==> src/sv/dnms_mul.sv <==
// Shared 17x17 unsigned multiplier with registered product.
module dnms_mul (
   input  logic        clock,
   input  logic [16:0] mul_a,
   input  logic [16:0] mul_b,
   output logic [33:0] prod_ff
);
   always_ff @(posedge clock) begin
      prod_ff <= mul_a * mul_b;
   end
endmodule

==> config.mk <==
export PLATFORM = sky130hd
export DESIGN_NAME = dnms_mul
export DESIGN_NICKNAME = d
export VERILOG_FILES = /design/src/sv/dnms_mul.sv
export SDC_FILE = /design/constraint.sdc
export NUM_CORES = 1
export LEC_CHECK = 0
export ABC_AREA = 1
export BUFFER_PORTS_ARGS = -buffer_cell sky130_fd_sc_hd__buf_4
export CAP_MARGIN = 20
export CORE_MARGIN = 2
export CORE_UTILIZATION = 47
export CTS_BUF_LIST = sky130_fd_sc_hd__clkbuf_4 sky130_fd_sc_hd__clkbuf_8 sky130_fd_sc_hd__clkbuf_16
export CTS_CLUSTER_SIZE = 8
export DETAILED_ROUTE_END_ITERATION = 8
export GPL_ROUTABILITY_DRIVEN = 0
export PLACE_DENSITY = 0.67
export SLEW_MARGIN = 20
export SYNTH_ARGS = -nofsm -noshare
export SYNTH_HDL_FRONTEND = slang
export SYNTH_SLANG_ARGS = --single-unit
==> constraint.sdc <==
create_clock -name clock -period 5.7 [get_ports clock]
set_input_delay 1.14 -clock clock [delete_from_list [all_inputs] [get_ports clock]]
set_output_delay 1.14 -clock clock [all_outputs]
set_load 0.05 [all_outputs]
=== After elaboration in Yosys (flattened, before gate mapping) ===
Index checks and enable logic that the tools add are counted.

* Multipliers: 1

{| class="wikitable"
|+ Operators with widths
! cell !! count
|-
| $mul A17 B17 Y34 || 1
|}

* Output and inout port bits: 34
* Flip-flop bits (word level): 34
* Bits of input ports: 35

=== Depth between registers and ports, before layout ===
* Depth after elaboration: 1
* Depth in mapped cells: 27
* Mapped depth without buffers: 25

=== Least setup slack after synthesis ===
Ideal clock, no wire load.

* Path kind: input port to flip-flop
* From: in mul_a[7]
* To: reg prod_ff[27]
* Stages: 25
* Data arrival time: 5.904 ns
* Path slack: -0.317 ns
* Required time: 5.588 ns
* Buffers on the path: 2
* Setup time: 0.112 ns
* Path through: clkbuf_1 > clkbuf_1 > nand2_1 > fa_1 > inv_1 > fa_1 > inv_1 > fa_1 > inv_1 > fa_1 > fa_1 > inv_1 > fa_1 > inv_1 > ha_1 > nand2_1 > inv_2 > nand2_1 > inv_1 > a21oi_1 > nand2_2 > nand2_2 > nand2_1 > nand2_1 > nand2_1

* Word-level cells in the longest chain between the ends: 1

{| class="wikitable"
|+ Ends and longest elaborated chain
! element !! line !! RTL
|-
| start, declared || 4 || <nowiki>input logic [16:0] mul_a,</nowiki>
|-
| $mul A17 B17 Y34 || 9 || <nowiki>prod_ff <= mul_a * mul_b;</nowiki>
|-
| end signal, assigned || 9 ||
|-
| end, declared || 6 || <nowiki>output logic [33:0] prod_ff</nowiki>
|}

No other way between the ends.

=== Final worst setup path ===
* From: in mul_b[7]
* To: reg prod_ff[21]

* Word-level cells in the longest chain between the ends: 1

{| class="wikitable"
|+ Ends and longest elaborated chain
! element !! line !! RTL
|-
| start, declared || 5 || <nowiki>input logic [16:0] mul_b,</nowiki>
|-
| $mul A17 B17 Y34 || 9 ||
|}

No other way between the ends.

==> impl_metrics.yaml <==
drt:
  drt-met1-wl_um: 10700
  route.met3.wl_um: 911
  routed_wire_length_per_instance_um: 13.5
  detailroute.via_count: 9270
  detail_route.wirelength_um: 26400
  wl_met2_um: 14300
  post_route_antenna_net_violation_count: 0
  remaining_drc_errors: 0
  vias_per_cell: 4.72
  drt-pass1-iter-count: 5
  detail_route.iter0.violations: 375
  route.top_layer_used: "met4"
die:
  die_extent_in_y_um: 159
  placement_rows: 56
  initial_core_util_pct: 48.0
  horiz_die_dim_um: 159
  total_die_area_um2: 25200
  design.core.area_um2: 23500
  pin_count: 69
sta:
  maxSlewHeadroom_pct: 81.9
  max_slew.worst_pin.slew_ns: 0.271
  timing.final.setup_violations: 0
  final_min_period_over_clock_period_pct: 96.8
  timing.fmax_mhz: 181
  setup_ws_ns: 0.184
  rsz0062_at_grt: "yes"
  layout_min_cycle_time_ns: 5.52
  finalMaxSlewViolations: 0
  smallest_hold_slack_ns: 1.20
  report.final.hold_viol_count: 0
setup_path:
  cp-end-kind: "flip-flop"
  crit_path_max_incr_delay_ns: 0.58
  setup.worst_path.start: "mul_b[7]"
  critPathLaunchType: "input port"
  timing.critical_path.slowest_stage_cell: "fa_1"
  crit_path_cell_trace: "buf_12 -> nand2_2 -> inv_2 -> fa_1 -> inv_2 -> fa_1 -> fa_1 -> fa_1 -> inv_2 -> fa_1 -> inv_2 -> fa_1 -> inv_2 -> ha_4 -> nand2_4 -> inv_1 -> nand2_1 -> nand2_1 -> inv_1 -> nand3_2 -> nand2_1 -> nand3_1 -> nand2_1 -> nand2_1"
  critPathMaxFanout: 12
  timing.critical_path.depth: 24
  dominant_delay_contributor_by_cell_family_on_the_critical_path: "adder cells"
  most_used_cell_along_the_critical_path: "fa_1"
  endpoint: "prod_ff[21]"
  setup.worst_path.class: "input port to flip-flop"
  path_buf_inv: 8
  arrival_ns: 5.68
  required_time_of_the_critical_path_ns: 5.86
layout:
  postLayoutCellArea_um2: 13200
  layout.cells.most_common: "inv_1"
  design.final.nets: 2012
  antenna_cells: 0
  utilization_after_layout_pct: 56.3
  commonest_cells_after_routing_fill_and_taps_aside: "inv_1 (485), nand2_1 (449), fa_1 (222), buf_4 (137), ha_1 (96)"
  largest_register: "prod_ff"
  drive_above_1_share_pct: 16.6
  flow.area_growth_from_synthesis_pct: 17.3
  largest_register_ffs: 34
  n_fill_cell: 2199
  reg.largest.list: "prod_ff x34"
yosys:
  synth_top_cell_area_share_pct: 39.8
  post_synth_inst_count: 1544
  ys_top_cells_by_area: "fa_1 (40%), inv_1 (17%), nand2_1 (16%), ha_1 (12%), dfxtp_1 (6.0%)"
  ys.warnings.count: 0
  yosys.area.top_type: "fa_1"
  synth_seq_area_share_pct: 6.05
  synth_cell_type_count: 24
  syn-cell-area_um2: 11300
  syn_area_per_cell_um2: 7.29
  synth_fp_nets: 1911
  ys_ff_latch: 34
global_routing:
  grt_use_total_pct: 21.9
  grt_pass1_vias: 9925
  grt_first_pass_wirelength_um: 45400
  globalRouteOverflowTotal: 0
  largest_net_degree_at_the_start_of_global_routing: 18
  initial_antenna_violation_count: 0
clock_network:
  cts_tree: "done"
  postCtsHoldBufs: 0
  cts_inserted_buffers: 5
  clk_path_buf_depth: 2
  cts-htree-levels: 2
  clk_root_buffer_cell: "clkbuf_16"
  clk_pin_slew_ns: 0.05
  numClockSinks: 34
placement:
  post-place-ws_ns: -0.211
  portBuffers: 68
  placedInstanceArea_um2: 12700
  place_hpwl_um: 23200
run_status:
  outcome: "finished clean"
flow_run:
  maxCapViolCount: 0
min_path:
  holdCritPathClass: "input port to flip-flop"
==> final cells by class <==
cell class                      instances  area [µm²]  area share, %
Multi-Input combinational cell        943        8740           66.2
Inverter                              499        1870           14.2
Timing Repair Buffer                  162        1370           10.3
Clock buffer                            6         139           1.05
Clock inverter                          2        12.5         0.0947
Tap cell                              319         399           3.02
Sequential cell                        34         681           5.15
==> cells in the mapped netlist (all sizes together) <==
library cell,n
o21bai,5
inv,499
clkbuf,68
nor2,41
nor3,3
nand3,25
o21ai,1
xnor2,3
a21oi,21
nand4,5
fa,224
ha,108
a21o,1
nand2,493
dfxtp,34
xor2,13
==> tightest hold or removal path, delay by kind of cell <==
family	cells	cell delay [ns]
buf+inv	2	0.21
simple gates	1	0.08
==> cells by family (layout without fill, tap and decap cells) <==
logic type | count (synthesis) | count (layout) | share of synthesized area (%)
XOR/XNOR | 16 | 16 | 1.24
buffers and inverters | 567 | 669 | 18.9
flip-flops | 34 | 34 | 6.05
AND/OR/NAND/NOR | 567 | 567 | 20.4
AO/OA/AOI/OAI | 28 | 28 | 1.58
adder cells (fa/ha/maj) | 332 | 332 | 51.8
==> metrics by stage <==
stage	setup TNS (ns)	instances
floorplan	-0.0203	1544
global placement	-1.83	1956
detailed placement	-3.41	1956
CTS	0	1964
global route	-0.111	1965
finish	0	1965
==> worst min-delay path by stage <==
stage                     slack (ns)  cells past startpoint      from         end
after floorplan                 1.44                      3  mul_b[0]  prod_ff[0]
after global placement          1.48                      3  mul_b[0]  prod_ff[0]
after detailed placement        1.49                      3  mul_b[0]  prod_ff[0]
after CTS                       1.20                      3  mul_b[0]  prod_ff[0]
after global routing            1.24                      3  mul_b[0]  prod_ff[0]
final                           1.20                      3  mul_b[0]  prod_ff[0]
==> per-layer routing <==
metal	up-vias	track usage [%]
li1	4462	-
met1	4587	25.8
met2	170	42.8
met3	51	2.06
met4	0	4.92
met5	-	0
==> what timing repair did <==
item                                    4_1_cts  5_1_grt
setup buffers                                 0        2
gates resized for setup                       0       97
endpoints found under the setup margin        0       21
Power is left out: the tool's default activity adds up to more than one toggle a clock period on the data nets, which glitch-free logic cannot reach.
