[src/sv/dnms_pkg.sv]
// Shared types and constants for the detection decode and NMS core.
package dnms_pkg;

   localparam int MAX_BOXES   = 64;
   localparam int NUM_CLASSES = 1;
   localparam int MAX_ANCHORS = 32768;
   localparam int ADDR_W      = 6;
   localparam int CNT_W       = 7;

   localparam logic [1:0] CSR_CONF_THR = 2'd0;
   localparam logic [1:0] CSR_NMS_THR  = 2'd1;
   localparam logic [1:0] CSR_NET_W    = 2'd2;
   localparam logic [1:0] CSR_NET_H    = 2'd3;

   typedef struct packed {
      logic [14:0]        anchor_index;
      logic [3:0]         class_id;
      logic signed [15:0] ctr_x;
      logic signed [15:0] ctr_y;
      logic signed [15:0] box_w;
      logic signed [15:0] box_h;
      logic [15:0]        objectness;
      logic [15:0]        class_score;
      logic               last_item;
   } req_type;

   typedef struct packed {
      logic [14:0] kept_anchor;
      logic [3:0]  kept_class;
      logic [15:0] left;
      logic [15:0] top;
      logic [15:0] width;
      logic [15:0] height;
      logic [15:0] confidence;
      logic        empty_res;
      logic        overflow;
      logic        last_result;
   } rsp_type;

   typedef struct packed {
      logic [15:0] left;
      logic [15:0] top;
      logic [15:0] width;
      logic [15:0] height;
      logic [14:0] anchor;
      logic [3:0]  cls;
      logic [15:0] conf;
   } entry_type;

   typedef struct packed {
      logic [15:0] left;
      logic [15:0] top;
      logic [15:0] width;
      logic [15:0] height;
      logic        ok;
   } dec_type;

endpackage

[src/sv/dnms_decode.sv]
// Center/size to clipped corner box conversion with minimum size check.
module dnms_decode (
   input  dnms_pkg::req_type item,
   input  logic [11:0]       net_w,
   input  logic [11:0]       net_h,
   output dnms_pkg::dec_type dec
);
   import dnms_pkg::*;

   function automatic logic [15:0] clampv(input logic signed [18:0] v, input logic [15:0] hi);
      logic [15:0] r;
      if (v < 0) begin
         r = '0;
      end else if (v > $signed({3'b000, hi})) begin
         r = hi;
      end else begin
         r = v[15:0];
      end
      return r;
   endfunction

   logic [15:0]        xl, yl, x0c, x1c, y0c, y1c, wc, hc;
   logic signed [18:0] bx, by, bw, bh, x0, x1, y0, y1, wd, hd;

   always_comb begin
      xl  = {net_w, 4'b0000};
      yl  = {net_h, 4'b0000};
      bx  = 19'(item.ctr_x);
      by  = 19'(item.ctr_y);
      bw  = 19'(item.box_w);
      bh  = 19'(item.box_h);
      // floor half size via arithmetic shift
      x0  = bx - (bw >>> 1);
      y0  = by - (bh >>> 1);
      x1  = x0 + bw;
      y1  = y0 + bh;
      x0c = clampv(x0, xl);
      x1c = clampv(x1, xl);
      y0c = clampv(y0, yl);
      y1c = clampv(y1, yl);
      wd  = $signed({3'b000, x1c}) - $signed({3'b000, x0c});
      hd  = $signed({3'b000, y1c}) - $signed({3'b000, y0c});
      wc  = clampv(wd, xl);
      hc  = clampv(hd, yl);
      dec.left   = x0c;
      dec.top    = y0c;
      dec.width  = wc;
      dec.height = hc;
      dec.ok     = (wc >= 16'd16) && (hc >= 16'd16);
   end
endmodule

[config.mk]
export PLATFORM = sky130hd
export DESIGN_NAME = dnms_decode
export DESIGN_NICKNAME = d
export VERILOG_FILES = /design/src/sv/dnms_pkg.sv /design/src/sv/dnms_decode.sv
export SDC_FILE = /design/constraint.sdc
export NUM_CORES = 1
export LEC_CHECK = 0
export BUFFER_PORTS_ARGS = -buffer_cell sky130_fd_sc_hd__buf_4
export CORE_MARGIN = 5
export CORE_UTILIZATION = 28
export DETAILED_ROUTE_END_ITERATION = 8
export GPL_TIMING_DRIVEN = 0
export REMOVE_ABC_BUFFERS = 1
export SYNTH_ARGS = -nofsm -noshare
export SYNTH_HDL_FRONTEND = slang
export SYNTH_SLANG_ARGS = --single-unit
[constraint.sdc]
create_clock -name vclk -period 10.5
set_clock_uncertainty 0.1 [all_clocks]
set_input_delay 1.05 -clock vclk [all_inputs]
set_output_delay 1.05 -clock vclk [all_outputs]
set_load 0.1 [all_outputs]
# [Word-level counts from Yosys, hierarchy flattened]
# Cells that the tools add are included.
[word_totals] word_cells=33 memories=0 ff_bits=0 latch_bits=0 input_bits=140 rom_bits=0 output_inout_bits=65 ramBits=0
[classes] shift=0 reduce_logical=1 mul=0 add_sub_neg=6 eq_ne=0 order_cmp=14 muxes=12 div=0 bitwise=0
[ops] operator="16-bit two-way mux" n=12
[ops] operator="17-bit > comparator" n=4
[ops] operator="17-bit by 1-bit < comparator with 1-bit output, second input constant" n=4
[ops] operator="17-bit by 16-bit adder with 18-bit output" n=2
[ops] operator="18-bit by 17-bit > comparator with 1-bit output" n=2
[ops] operator="18-bit by 1-bit < comparator with 1-bit output, second input constant" n=2
[ops] operator="16-bit by 15-bit subtractor with 17-bit output" n=2
[ops] operator="16-bit by 16-bit subtractor with 17-bit output" n=2
[ops] operator="16-bit by 5-bit >= comparator with 1-bit output, second input constant" n=2
[ops] operator="1-bit logical AND" n=1

# [Depth between registers and ports, before layout]
[depth] depth_word=11 mapped_depth=47 depth_no_buf=45

# [Worst setup path after synthesis]
# Ideal clock, no wire load.
[synth_path] kind="input to output" from="in item[81] (netlist name)" to="out dec[23] (netlist name)" path_stages=35 arrival_ps=11592 required_ps=9350 n_path_buf=3 setup_slack_ps=-2242 path_cell_list="inv_1 > ha_1 > fa_1 > nand2b_1 > a21boi_0 > o21ai_0 > a211oi_1 > o21ai_0 > o311ai_0 > ha_1 > a211oi_1 > a31o_2 > a21oi_1 > buf_2 > or2_2 > nor2_1 > ha_1 > fa_1 > nor2b_4 > o31a_1 > o31ai_1 > a21oi_1 > o21a_1 > nor2_1 > xnor2_1 > ha_1 > and4_1 > nand2_1 > a21o_1 > a41oi_1 > o41a_1 > clkbuf_1 > clkbuf_1 > nor2_1 > a211oi_1"
[synth_lines] item="start: declaration" line="dnms_decode.sv:3" text="input dnms_pkg::req_type item,"
[synth_lines] item="end: declaration" line="dnms_decode.sv:6" text="output dnms_pkg::dec_type dec"

==> impl_metrics.py <==
metrics = {
    "run_status": {
        "outcome": "complete, but fails checks",
        "failing_checks": "negative setup slack",
    },
    "timing": {
        "timing_worst_slew_pin_value_ps": 1380,
        "layout_min_cycle_time_ps": 11060,
        "worst_slew_margin_rel_pct": 8.02,
        "max_freq_mhz": 90.4,
        "layout_worst_path_cycle_share_pct": 105,
        "timing.final.hold_violations": 0,
        "timing.final.max_slew_violations": 0,
        "fin_hold_ws_ps": 2510,
        "finalSetupViolations": 25,
        "setup_ws_ps": -559,
        "setup_tns_ps": -2240,
        "grt_setup_unrepaired": "true",
    },
    "yosys": {
        "synth_top_area_share_pct": 27.7,
        "synth_xor_area_share_pct": 7.31,
        "top_post_synthesis_cells_by_area": "sky130_fd_sc_hd__ha_1 28%, sky130_fd_sc_hd__mux2i_1 6.3%, sky130_fd_sc_hd__nor2_1 5.6%",
        "yosys.area.top_type": "sky130_fd_sc_hd__ha_1",
        "yosys-mux-area-fraction_pct": 6.33,
        "synth_compound_gate_area_share_pct": 25.8,
        "synth_fa_ha_area_share_pct": 29.2,
        "yosysWarningCount": 0,
        "post_synth_and_or_nand_nor_area_fraction_pct": 25.7,
        "synthesis.area_sq_mm": 0.00791,
        "syn-instance-count": 1124,
        "synth_top_family_by_area": "adder cells",
        "seq_area_frac_synth_pct": 0,
        "synth.avg_cell_area_sq_um": 7.04,
        "synthDistinctLibCells": 70,
    },
    "drt": {
        "num_vias": 9263,
        "final_antenna_net_count": 0,
        "route.detailed.vias_per_inst": 5.30,
        "drt_wl_total_um": 30100,
        "wl_per_cell_um": 17.2,
        "first_pass_iters": 5,
        "drt_iter0_markers": 617,
        "post_route_drc_violation_count": 0,
    },
    "finish": {
        "seq_cell_count": 0,
        "clock_buffers": 0,
        "finalCoreUtilization_pct": 42.4,
        "fraction_of_layout_instances_using_a_drive_strength_above_1_pct": 34.9,
        "instances_no_fill": 1749,
        "syn2layout_area_growth_pct": 49.1,
        "register_area_sq_um": 0,
        "design.final.nets": 1694,
        "antenna_cells": 0,
    },
    "worst_setup_path": {
        "critical_path_arrival_ps": 9910,
        "worst_path_most_repeated_cell": "sky130_fd_sc_hd__a21oi_2",
        "crit_path_max_fanout": 6,
        "end_kind": "primary output",
        "slowest_stage": "sky130_fd_sc_hd__or4b_4",
        "path_class": "primary input to primary output",
        "timing.critical_path.from_type": "primary input",
        "slowest_delay_ps": 580,
        "crit_required_ps": 9350,
    },
    "global_routing": {
        "overflow_left_after_global_routing": 0,
        "first_global_vias": 9043,
        "grt_first_pass_wirelength_um": 45100,
        "grt_max_degree": 30,
        "antenna_found_initial": 0,
        "grt_usage_pct": 17.2,
    },
    "placement": {
        "place.port_buffers": 153,
        "gp_congestion": 0.989,
        "placedCellCount": 1635,
        "detailedPlacementHpwl_um": 23400,
    },
    "floorplan": {
        "start_util_pct": 28.4,
        "placementRows": 61,
        "dieArea_sq_mm": 0.0317,
        "ios": 205,
        "chipWidth_um": 178,
        "core_area_sq_mm": 0.0279,
        "die_h_um": 178,
    },
    "worst_hold_path": {
        "holdCritPathClass": "primary input to primary output",
    },
    "flow_run": {
        "drv.max_cap_violation_count": 0,
    },
    "clocking": {
        "post_cts_hold_buffer_count": 0,
    },
}
[layer usage]
metal / wire [um] / vias up / GRT usage, %
met3: 1850 / 39 / 0.933
met5: 0 / - / 0
met4: 616 / 0 / 3.09
met1: 12700 / 4305 / 22.2
li1: - / 4602 / -
met2: 14900 / 317 / 31.8
[what timing repair did]
item                       in CTS  in global routing
resized for setup             173                144
cloned                          1                  1
setup buffers                  84                 34
pin swaps                     104                 47
setup endpoints to repair      33                 33
[worst max-delay path, delay by kind of cell]
kind                       cells  cell delay (ps)
AOI/OAI and AO/OA             19             3610
and+or+nand+nor               10             2570
adders and majority gates      6             1610
xor gates and xnor gates       3              440
muxes                          1              350
buffers and inverters          3              290
[synth_stat cells, types with 6 or more instances]
cell type,n
sky130_fd_sc_hd__a31oi_1,13
sky130_fd_sc_hd__and3_1,13
sky130_fd_sc_hd__nand2b_1,18
sky130_fd_sc_hd__nand2_1,74
sky130_fd_sc_hd__o211ai_1,9
sky130_fd_sc_hd__nor4_1,9
sky130_fd_sc_hd__o21ai_0,59
sky130_fd_sc_hd__clkbuf_1,18
sky130_fd_sc_hd__xor2_1,20
sky130_fd_sc_hd__nor3_1,18
sky130_fd_sc_hd__fa_1,6
sky130_fd_sc_hd__a211oi_1,18
sky130_fd_sc_hd__nor2b_1,24
sky130_fd_sc_hd__inv_1,98
sky130_fd_sc_hd__nor2_1,117
sky130_fd_sc_hd__or4_1,10
sky130_fd_sc_hd__a21o_1,32
sky130_fd_sc_hd__nand3_1,21
sky130_fd_sc_hd__ha_1,175
sky130_fd_sc_hd__nand4_1,23
sky130_fd_sc_hd__o21a_1,36
sky130_fd_sc_hd__or3_1,17
sky130_fd_sc_hd__or2_2,32
sky130_fd_sc_hd__a21oi_1,73
sky130_fd_sc_hd__o31a_1,6
sky130_fd_sc_hd__and2_1,6
sky130_fd_sc_hd__xnor2_1,46
sky130_fd_sc_hd__o31ai_1,6
sky130_fd_sc_hd__mux2i_1,50
[worst paths after layout]
kind                      from  slack, ps  cells past startpoint       to
worst min-delay path  net_w[1]       2510                      4  dec[22]
worst max-delay path  item[81]       -560                     42   dec[0]
[kinds of logic (layout without fill, tap and decap cells)]
family                     after synthesis  after routing
adders and majority gates              181            181
xor gates and xnor gates                66             66
AOI/OAI and AO/OA                      307            308
muxes                                   50             50
and+or+nand+nor                        400            400
buffers and inverters                  120            366
[cell type report]
type,count,area [sq um]
fill,2783,16100
inverter,98,377
multi-input combinational,1005,8560
tap,378,473
timing repair buffer,268,2390
[stage by stage]
stage,worst slack (ps),area [sq um]
floorplan,-2410,7830
global placement,-3770,9450
detailed placement,-3240,9500
CTS,-642,10900
global route,-916,11800
finish,-559,11800
[layout by cell type, fill, tap and decap left out, drive strengths merged, types with 5 or more instances in the layout]
master	instances
o31a	6
and4	5
nor4	9
nand2	74
nor3	19
xor2	20
o211a	5
o31ai	6
nor2b	25
buf	264
nor2	117
nand4	23
a21oi	74
o21ai	60
a21boi	6
a211oi	18
o211ai	9
ha	175
inv	97
or2	33
fa	6
nand2b	18
o21a	36
and3	13
or4	10
xnor2	46
mux2i	50
a21o	32
a31oi	14
nand3	21
or3	17
and2	7
Power is not shown: default switching activity piles up to over one toggle a cycle in this logic, so the estimate is an artifact.
